<file path="src/rtl/puud_pkg.sv">
// Shared constants, result type and hex helpers for the percent/unicode unescape decoder.
`timescale 1ns / 1ps

package puud_pkg;

	localparam int COUNT_BITS = 17;
	localparam int LEN_W      = 17;
	localparam int CAP_W      = 16;
	localparam int WIN_DEPTH  = 6;
	localparam int WIN_IDX_W  = 3;

	localparam logic [COUNT_BITS-1:0] COUNT_MAX = '1;
	localparam logic [CAP_W-1:0]      CAP_RESET = '1;

	localparam logic [7:0] CH_PCT   = 8'h25;
	localparam logic [7:0] CH_LOW_U = 8'h75;
	localparam logic [7:0] CH_UP_U  = 8'h55;
	localparam logic [7:0] UTF_LEAD = 8'he0;
	localparam logic [7:0] UTF_CONT = 8'h80;

	// Window fill levels that gate each escape form.
	localparam logic [WIN_IDX_W-1:0] FILL_PCT_HH = 3'd3;
	localparam logic [WIN_IDX_W-1:0] FILL_PCT_U  = 3'd2;
	localparam logic [WIN_IDX_W-1:0] FILL_FULL   = 3'd6;

	typedef struct packed {
		logic [7:0]       data;
		logic             valid;
		logic             eos;
		logic             status;
		logic [LEN_W-1:0] length;
	} puud_res_t;

	function automatic logic is_hex(input logic [7:0] c);
		logic r;
		r = ((c >= 8'h30) && (c <= 8'h39)) || ((c >= 8'h61) && (c <= 8'h66))
			|| ((c >= 8'h41) && (c <= 8'h46));
		return r;
	endfunction

	function automatic logic [3:0] hex_val(input logic [7:0] c);
		logic [7:0] r;
		r = 8'h00;
		if ((c >= 8'h30) && (c <= 8'h39)) begin
			r = c - 8'h30;
		end else if ((c >= 8'h61) && (c <= 8'h66)) begin
			r = c - 8'h57;
		end else if ((c >= 8'h41) && (c <= 8'h46)) begin
			r = c - 8'h37;
		end
		return r[3:0];
	endfunction

endpackage

</file>
<file path="src/rtl/percent_unicode_unescape_decoder.sv">
// Top level of the percent/unicode unescape decoder: window, step sequencer and output stage.
`timescale 1ns / 1ps

// Undoes escaping on a byte stream framed by tlast. "%uHHHH" (u in either case) becomes
// the three-byte UTF-8 form of the 16-bit value, "%HH" becomes one byte, and a '%' that
// starts neither passes through literally. Up to five bytes of an undecided escape are
// held between requests. Each accepted request is loaded into a six-byte window and one
// shared decode step runs per cycle under a small sequencer; every step produces at most
// one result, and the last result of a request carries tlast. A request is accepted,
// then runs a step for each decoded byte and a step that finds the window empty, stopped
// or undecided, and closes with the end step and the release of the last pending result;
// a stall on the result side holds the sequencer. Each string closes with one end result
// (tuser stream_end set) carrying the status (1 for a '%' left at the tail alone or with
// one byte other than u) and the decoded length. Decoding stops once the length reaches
// cfg_wdata's capacity register (reset 65535), checked before each escape or literal; a
// started three-byte group is finished. Write the capacity only while the block is idle.
module percent_unicode_unescape_decoder (
	input  logic        clk,
	input  logic        arst_n,
	input  logic        s_axis_tvalid,
	output logic        s_axis_tready,
	input  logic [7:0]  s_axis_tdata,   // [7:0] in_byte
	input  logic        s_axis_tlast,   // in_last
	output logic        m_axis_tvalid,
	input  logic        m_axis_tready,
	output logic [31:0] m_axis_tdata,   // [7:0] out_byte, [24:8] length, [31:25] zero
	output logic [2:0]  m_axis_tuser,   // [0] byte_valid, [1] stream_end, [2] status
	output logic        m_axis_tlast,   // run_last
	input  logic        cfg_we,
	input  logic [15:0] cfg_wdata        // output_capacity
);

	typedef enum logic [2:0] {
		ST_IDLE,
		ST_RUN,
		ST_UNI2,
		ST_UNI3,
		ST_END,
		ST_FLUSH
	} state_t;

	state_t state_q;

	// Window of held bytes plus the new byte, always left aligned.
	logic [7:0]                          win_q [puud_pkg::WIN_DEPTH];
	logic [puud_pkg::WIN_IDX_W-1:0]      fill_q;
	logic                                last_q;
	logic                                err_q;
	logic                                stopped_q;
	logic [puud_pkg::COUNT_BITS-1:0]     count_q;
	logic [puud_pkg::CAP_W-1:0]          cap_q;

	// One result waits in pend_q until it is known whether another follows.
	puud_pkg::puud_res_t                 pend_q;
	logic                                pend_v_q;
	puud_pkg::puud_res_t                 out_q;
	logic                                out_v_q;
	logic                                out_last_q;

	logic                                out_free;

	// Next results and the move of pend into the output stage
	puud_pkg::puud_res_t                 emit_res;
	puud_pkg::puud_res_t                 end_res;
	logic                                out_load;
	logic                                out_load_last;

	// Decode step outputs
	logic                                step_emit;
	logic [7:0]                          step_byte;
	logic [2:0]                          step_shift;
	state_t                              step_next;
	logic                                step_stop;
	logic                                step_err;

	logic                                bad_u;
	logic                                partial_u;
	logic                                is_u;
	logic [3:0]                          hv2, hv3, hv4, hv5;
	logic [7:0]                          uni_b1, uni_b2, uni_b3;

	assign out_free      = !out_v_q || m_axis_tready;
	assign s_axis_tready = (state_q == ST_IDLE);

	assign m_axis_tvalid = out_v_q;
	assign m_axis_tlast  = out_last_q;
	assign m_axis_tdata  = {7'd0, out_q.length, out_q.data};
	assign m_axis_tuser  = {out_q.status, out_q.eos, out_q.valid};

	assign hv2 = puud_pkg::hex_val(win_q[2]);
	assign hv3 = puud_pkg::hex_val(win_q[3]);
	assign hv4 = puud_pkg::hex_val(win_q[4]);
	assign hv5 = puud_pkg::hex_val(win_q[5]);

	// 1110xxxx 10xxxxxx 10xxxxxx from the four hex digits
	assign uni_b1 = puud_pkg::UTF_LEAD | {4'd0, hv2};
	assign uni_b2 = puud_pkg::UTF_CONT | {2'd0, hv3, hv4[3:2]};
	assign uni_b3 = puud_pkg::UTF_CONT | {2'd0, hv4[1:0], hv5};

	assign is_u = (win_q[1] == puud_pkg::CH_LOW_U) || (win_q[1] == puud_pkg::CH_UP_U);

	// Any present digit that is not hex spoils the unicode form; missing digits
	// leave it undecided.
	always_comb begin
		bad_u = 1'b0;
		for (int k = 2; k < puud_pkg::WIN_DEPTH; k++) begin
			if ((puud_pkg::WIN_IDX_W'(k) < fill_q) && !puud_pkg::is_hex(win_q[k])) begin
				bad_u = 1'b1;
			end
		end
		partial_u = (fill_q < puud_pkg::FILL_FULL);
	end

	// One decode step at the head of the window.
	always_comb begin
		step_emit  = 1'b0;
		step_byte  = 8'd0;
		step_shift = 3'd0;
		step_next  = ST_RUN;
		step_stop  = 1'b0;
		step_err   = 1'b0;
		if (stopped_q || (fill_q == '0)) begin
			step_next = ST_END;
		end else if (32'(count_q) >= 32'(cap_q)) begin
			step_stop = 1'b1;
			step_next = ST_END;
		end else if (win_q[0] != puud_pkg::CH_PCT) begin
			step_emit  = 1'b1;
			step_byte  = win_q[0];
			step_shift = 3'd1;
		end else if (fill_q < puud_pkg::FILL_PCT_U) begin
			step_err  = last_q;
			step_next = ST_END;
		end else if (is_u) begin
			if (bad_u || (partial_u && last_q)) begin
				step_emit  = 1'b1;
				step_byte  = puud_pkg::CH_PCT;
				step_shift = 3'd1;
			end else if (partial_u) begin
				step_next = ST_END;
			end else begin
				step_emit = 1'b1;
				step_byte = uni_b1;
				step_next = ST_UNI2;
			end
		end else if (fill_q < puud_pkg::FILL_PCT_HH) begin
			step_err  = last_q;
			step_next = ST_END;
		end else if (puud_pkg::is_hex(win_q[1]) && puud_pkg::is_hex(win_q[2])) begin
			step_emit  = 1'b1;
			step_byte  = {puud_pkg::hex_val(win_q[1]), puud_pkg::hex_val(win_q[2])};
			step_shift = 3'd3;
		end else begin
			step_emit  = 1'b1;
			step_byte  = puud_pkg::CH_PCT;
			step_shift = 3'd1;
		end
	end

	// Data result of this cycle's step and the end result of the string.
	always_comb begin
		emit_res       = '0;
		emit_res.valid = 1'b1;
		case (state_q)
			ST_UNI2: begin
				emit_res.data = uni_b2;
			end
			ST_UNI3: begin
				emit_res.data = uni_b3;
			end
			default: begin
				emit_res.data = step_byte;
			end
		endcase
		end_res        = '0;
		end_res.eos    = 1'b1;
		end_res.status = err_q;
		end_res.length = puud_pkg::LEN_W'(count_q);
	end

	// Advance pend into the output stage whenever a newer result replaces it
	// or the request closes.
	always_comb begin
		out_load      = 1'b0;
		out_load_last = 1'b0;
		case (state_q) inside
			ST_RUN, ST_UNI2, ST_UNI3: begin
				out_load = out_free && pend_v_q && ((state_q != ST_RUN) || step_emit);
			end
			ST_END: begin
				out_load = out_free && pend_v_q && last_q;
			end
			ST_FLUSH: begin
				out_load      = out_free && pend_v_q;
				out_load_last = 1'b1;
			end
			default: begin
			end
		endcase
	end

	// Window contents carry no reset; only entries below fill_q are ever read.
	always_ff @(posedge clk) begin
		if (state_q == ST_IDLE) begin
			if (s_axis_tvalid) begin
				win_q[fill_q] <= s_axis_tdata;
			end
		end else if ((state_q == ST_RUN) && out_free) begin
			for (int i = 0; i < puud_pkg::WIN_DEPTH; i++) begin
				case (step_shift)
					3'd1: begin
						if (i + 1 < puud_pkg::WIN_DEPTH) begin
							win_q[i] <= win_q[i+1];
						end
					end
					3'd3: begin
						if (i + 3 < puud_pkg::WIN_DEPTH) begin
							win_q[i] <= win_q[i+3];
						end
					end
					default: begin
					end
				endcase
			end
		end
	end

	always_ff @(posedge clk or negedge arst_n) begin
		if (!arst_n) begin
			state_q    <= ST_IDLE;
			fill_q     <= '0;
			last_q     <= 1'b0;
			err_q      <= 1'b0;
			stopped_q  <= 1'b0;
			count_q    <= '0;
			cap_q      <= puud_pkg::CAP_RESET;
			pend_q     <= '0;
			pend_v_q   <= 1'b0;
			out_q      <= '0;
			out_v_q    <= 1'b0;
			out_last_q <= 1'b0;
		end else begin
			if (cfg_we) begin
				cap_q <= cfg_wdata;
			end

			// Load the output register from pend, else drain it when taken.
			if (out_load) begin
				out_q      <= pend_q;
				out_v_q    <= 1'b1;
				out_last_q <= out_load_last;
			end else if (m_axis_tready) begin
				out_v_q <= 1'b0;
			end

			unique case (state_q) inside
				ST_IDLE: begin
					if (s_axis_tvalid) begin
						fill_q  <= fill_q + 3'd1;
						last_q  <= s_axis_tlast;
						err_q   <= 1'b0;
						state_q <= ST_RUN;
					end
				end
				ST_RUN, ST_UNI2, ST_UNI3: begin
					if (out_free) begin
						if ((state_q != ST_RUN) || step_emit) begin
							// Hold the new result until the next one shows up.
							pend_v_q <= 1'b1;
							pend_q   <= emit_res;
							if (count_q != puud_pkg::COUNT_MAX) begin
								count_q <= count_q + puud_pkg::COUNT_BITS'(1);
							end
						end
						unique case (state_q)
							ST_RUN: begin
								fill_q      <= fill_q - step_shift;
								state_q     <= step_next;
								if (step_stop) begin
									stopped_q <= 1'b1;
								end
								if (step_err) begin
									err_q <= 1'b1;
								end
							end
							ST_UNI2: begin
								state_q     <= ST_UNI3;
							end
							default: begin
								fill_q      <= fill_q - 3'd6;
								state_q     <= ST_RUN;
							end
						endcase
					end
				end
				ST_END: begin
					if (out_free) begin
						if (stopped_q || err_q || last_q) begin
							fill_q <= '0;
						end
						if (last_q) begin
							pend_v_q      <= 1'b1;
							pend_q        <= end_res;
							count_q       <= '0;
							stopped_q     <= 1'b0;
						end
						state_q <= ST_FLUSH;
					end
				end
				ST_FLUSH: begin
					if (out_free) begin
						// Release the final result of this request with tlast.
						pend_v_q <= 1'b0;
						state_q  <= ST_IDLE;
					end
				end
				default: begin
					state_q <= ST_IDLE;
				end
			endcase
		end
	end

endmodule
</file>
<file path="config.mk">
export PLATFORM = sky130hd
export DESIGN_NAME = percent_unicode_unescape_decoder
export DESIGN_NICKNAME = d
export VERILOG_FILES = /design/src/rtl/puud_pkg.sv /design/src/rtl/percent_unicode_unescape_decoder.sv
export SDC_FILE = /design/constraint.sdc
export NUM_CORES = 1
export LEC_CHECK = 0
export BUFFER_PORTS_ARGS = -buffer_cell sky130_fd_sc_hd__buf_2
export CAP_MARGIN = 20
export CORE_ASPECT_RATIO = 0.8
export CORE_MARGIN = 2
export CORE_UTILIZATION = 40
export DETAILED_ROUTE_END_ITERATION = 10
export HOLD_SLACK_MARGIN = 0.08
export PLACE_DENSITY = 0.57
export SLEW_MARGIN = 20
export SYNTH_ARGS = -nofsm -noshare
export SYNTH_HDL_FRONTEND = slang
export SYNTH_SLANG_ARGS = --single-unit
</file>
<file path="constraint.sdc">
create_clock -name clk -period 4.8 [get_ports clk]
set_clock_uncertainty 0.05 [all_clocks]
set_input_delay 1.44 -clock clk [delete_from_list [all_inputs] [get_ports clk]]
set_output_delay 1.44 -clock clk [all_outputs]
set_load 0.1 [all_outputs]
</file>
==> results <==
- The flow ran to the end, and the final reports show no timing, DRC or antenna violations.
- The final count of pins violating max slew is 0.
- After synthesis, the largest family of logic cells by area is compound AO/OA/AOI/OAI gates.
- The number of top-level pins is between 60 and 70.
- The share of total power in the clock network is 28.7%.
- The first global-routing pass estimated 34.4 mm of wire.
- Summing the areas of all compound-gate instances in the mapped netlist gives 16.5% of the synthesized area.
- At the end of the flow the core is filled with cells to 46.3%.
- The required time reported for the critical path endpoint is between 4 and 5 ns.
- The register area share after synthesis is 47.7%.
- The number of clock sinks is about 150.
- The net count of the finished layout is roughly 960.
- Derived from the worst setup path, the maximum achievable clock frequency is 252 MHz.
- The number of clock buffers inserted by TritonCTS is 17.
- The worst path in the final design needs a cycle of 3.97 ns, including I/O delays and setup.
- The fraction of the mapped netlist area in adder cells is 7.13%.
- The synthesized netlist devotes between 10% and 20% of its cell area to simple gates.
- The area share of the leading cell type in the synthesized netlist is 25.5%.
- The number of fillers in the final layout is between 2000 and 2500.
- The final worst-path cycle share is 82.8%.
- The cell with the most instances after synthesis is sky130_fd_sc_hd__nand2_1.
- Power spread over the standard cell area amounts to 508 nW/um^2.
- The fraction of power consumed by sequential logic is a little under two fifths.
- Clock latency on the worst-skew pair, taken at its later pin, is roughly 0.44 ns.
- The longest clock path from root to sink contains 2 buffers.
- The slew at the pin closest to its max-slew limit is 1.00 ns.
- The leakage power is 0.00408 uW.
- Post-CTS repair changed the size of 0 cells.
- The chip width is between 150 and 200 um.
- The worst slew margin relative to its limit is 32.4%.
- The combinational share of power is 34.4%.
- The remaining antenna violation count is 0.
- The maximum level of the CTS H-tree is 4.
- The synthesized design spends more area on one cell type than any other, namely sky130_fd_sc_hd__dfrtp_1.
- In the synthesized netlist the dominant register cell turns out to be sky130_fd_sc_hd__dfrtp_1.
- For this run the aggregate overflow at the end of global routing stands at 0.
- After technology mapping, the gate count stands at 831.
- Sorting the synthesized cells by how often they occur yields sky130_fd_sc_hd__nand2_1 (137), sky130_fd_sc_hd__dfrtp_1 (85), sky130_fd_sc_hd__o21ai_0 (59).
- The summed negative setup slack over all endpoints is 0 ns.
- The die covers 22100 um^2.
- The number of synthesized flops with an enable pin is 48.
- Of all nets on the critical path, the largest fanout is 23.
- The buffer type at the clock tree root is sky130_fd_sc_hd__clkbuf_16.
- The floorplan has 47 rows.
- The starting density of the core is approximately 40%.
- The maximum ir drop on the vdd rail is 0.385 mV.
- The number of antenna diodes is 0.
- The tightest hold path in the finished design has a slack of 0.432 ns.
- Dividing the detail-routed wire length by the instance count gives 18.3 um.
- The via count is 6369.
- The internal portion of the total power is 2780 uW.
- The worst setup path is of the flip-flop to flip-flop kind.
- Entering global routing, the biggest net connects 73 pins.
- STA puts the critical path data arrival time at ~4.1 ns.
- The worst hold path belongs to the class flip-flop to flip-flop.
- The placed cell area is 8900 um^2.
- The core region is 20600 um^2.
- In this run the power spent charging and discharging nets is 2060 uW.
- Routability-driven placement finished with a final weighted congestion of around 0.86.
- The total routing resource utilization after global routing is between 20% and 30%.
- The final layout contains routed wiring with a total length of 21.2 mm.
- Max-cap violations in this run came to 0.
- Clock-pin slew was measured on the worst setup and hold paths at about 0.07 ns.
- In this run, the number of DRC markers left after iteration 0 of detailed routing was about 660.
- The synthesized netlist devotes 0.839% of its cell area to XOR and XNOR gates.
- The fraction of final layout cells with drive strength greater than 1 is 20.7%.
- In this run the register-to-register setup slack is 0.83 ns.
- Setup repair after global routing left no endpoint under its margin.
- Of all flip-flops after synthesis, the portion carrying an async set or reset was 67.8%.
- In this run the mean area of a mapped cell was 10.1 um^2.
- By area the synthesized netlist is led by sky130_fd_sc_hd__dfrtp_1 (25%), sky130_fd_sc_hd__edfxtp_1 (17%), sky130_fd_sc_hd__ha_1 (6.9%), sky130_fd_sc_hd__nand2_1 (6.2%), sky130_fd_sc_hd__dfstp_2 (5.0%).
- In this run switching power makes up 42.6% of total power.
- The final standard cell area without fillers is 9520 um^2.
- Relative to the synthesized area, the layout overhead comes to 14.0%.
- The worst setup path is launched from a flip-flop.
- The share of synthesized area spent on multiplexers is under 10%.
- Yosys printed 0 warnings.
- The HPWL after detailed placement is around 15 mm.
- The number of DRC violations after detailed routing is 0.
- The TritonCTS clock tree is built.
- The number of detailed-routing iterations run before antenna repair is 5.
- The die is between 100 and 150 um tall.
- The number of failing setup endpoints in the final timing report is 0.
- The number of endpoints with negative hold slack in the final report came to 0.
- Buffers placed on the I/O ports in this run total 60.
- After synthesis the netlist holds a flip-flop and latch count of 149.
- The number of setup buffers added after CTS is 0.
- Using the TritonRoute via totals, the vias-per-cell ratio works out to 5.48.
- The combined area of all synthesized cells is 8360 um^2.
- STA classifies the critical path endpoint as a flip-flop.
- The count of distinct cell types in the synthesized netlist is 74.
- The via count of the first global-routing pass is 6026.
- The number of antenna violations at the first check in global routing was 0.
- The total of hold buffers inserted after clock tree synthesis is 0.
-- area by class of cell --
class / instances / area (um^2) / share of cell area (%)
inverter: 43 / 161 / 1.69
multi-input combinational: 596 / 4010 / 42.1
timing repair buffer: 73 / 400 / 4.20
sequential: 149 / 3990 / 41.9
clock inverter: 14 / 174 / 1.83
clock buffer: 18 / 450 / 4.73
tap: 269 / 337 / 3.53
-- stage by stage --
stage | instances | setup WS (ns) | total power [uW]
after global placement | 1130 | 0.978 | 3440
after global routing | 1162 | 0.583 | 5110
after floorplan | 837 | 1.02 | 3030
final | 1162 | 0.825 | 4840
after detailed placement | 1130 | 0.854 | 3450
after CTS | 1162 | 0.834 | 4850
-- power groups by stage --
stage	registers, uW	logic, uW	clock network [uW]
final	1780	1670	1390
after global routing	1810	1830	1470
after CTS	1780	1660	1410
after detailed placement	1800	1650	0
after global placement	1800	1640	0
after floorplan	2050	979	0
-- critical path, stage by stage (launching register included) --
cell and delay (ns):
sky130_fd_sc_hd__edfxtp_1 0.53, sky130_fd_sc_hd__inv_1 0.14, sky130_fd_sc_hd__ha_1 0.18, sky130_fd_sc_hd__o21bai_1 0.09, sky130_fd_sc_hd__a2111oi_2 0.69, sky130_fd_sc_hd__a2bb2o_1 0.40, sky130_fd_sc_hd__or4_1 0.79, sky130_fd_sc_hd__and2_1 0.30
sky130_fd_sc_hd__buf_4 0.23, sky130_fd_sc_hd__a31o_2 0.33
-- kinds of logic (layout without fill, tap and decap cells) --
logic type	Yosys count	in the layout
other	1	7
DFF	149	149
AOI/OAI and AO/OA	204	204
adders and majority gates	47	47
xor gates and xnor gates	8	8
muxes	51	51
and+or+nand+nor	279	279
buffers and inverters	92	148
-- registers in the layout (all words and copies together) (netlist names) --
name           cells
win_q             48
m_axis_tlast       1
cap_q             16
err_q              1
state_q            3
pend_v_q           1
pend_q            28
fill_q             3
m_axis_tuser       3
last_q             1
m_axis_tdata      25
stopped_q          1
count_q           17
m_axis_tvalid      1
-- cells in the final DEF, fill, tap and decap left out, types with 14 or more instances in the layout --
cell type / n
sky130_fd_sc_hd__inv_1: 42
sky130_fd_sc_hd__nor2_1: 44
sky130_fd_sc_hd__ha_1: 46
sky130_fd_sc_hd__a21oi_1: 40
sky130_fd_sc_hd__buf_4: 14
sky130_fd_sc_hd__a31oi_1: 27
sky130_fd_sc_hd__nor3_1: 20
sky130_fd_sc_hd__nand2_1: 137
sky130_fd_sc_hd__dfstp_2: 16
sky130_fd_sc_hd__buf_2: 59
sky130_fd_sc_hd__edfxtp_1: 48
sky130_fd_sc_hd__o21ai_0: 58
sky130_fd_sc_hd__mux2_2: 37
sky130_fd_sc_hd__dfrtp_1: 85
sky130_fd_sc_hd__clkbuf_16: 18
sky130_fd_sc_hd__nand3_1: 14
-- metal layers --
layer	up-vias	track usage [%]	share of wire, %
li1	3107	-	-
met1	3013	35.1	56
met2	227	24.3	36
met5	-	0	0
met3	22	4.51	7.2
met4	0	5.60	1.4
-- worst paths after layout --
path,to,cells after the start,startpoint
min reg2reg,pend_q[7],2,pend_q[7]
min,pend_q[7],2,pend_q[7]
min in group asynchronous,m_axis_tdata[6],1,arst_n
max,win_q[3][1],9,win_q[2][0]
max in group asynchronous,cap_q[6],2,arst_n
max reg2reg,win_q[3][1],9,win_q[2][0]
No activity file was read; power rests on OpenSTA's default activity.
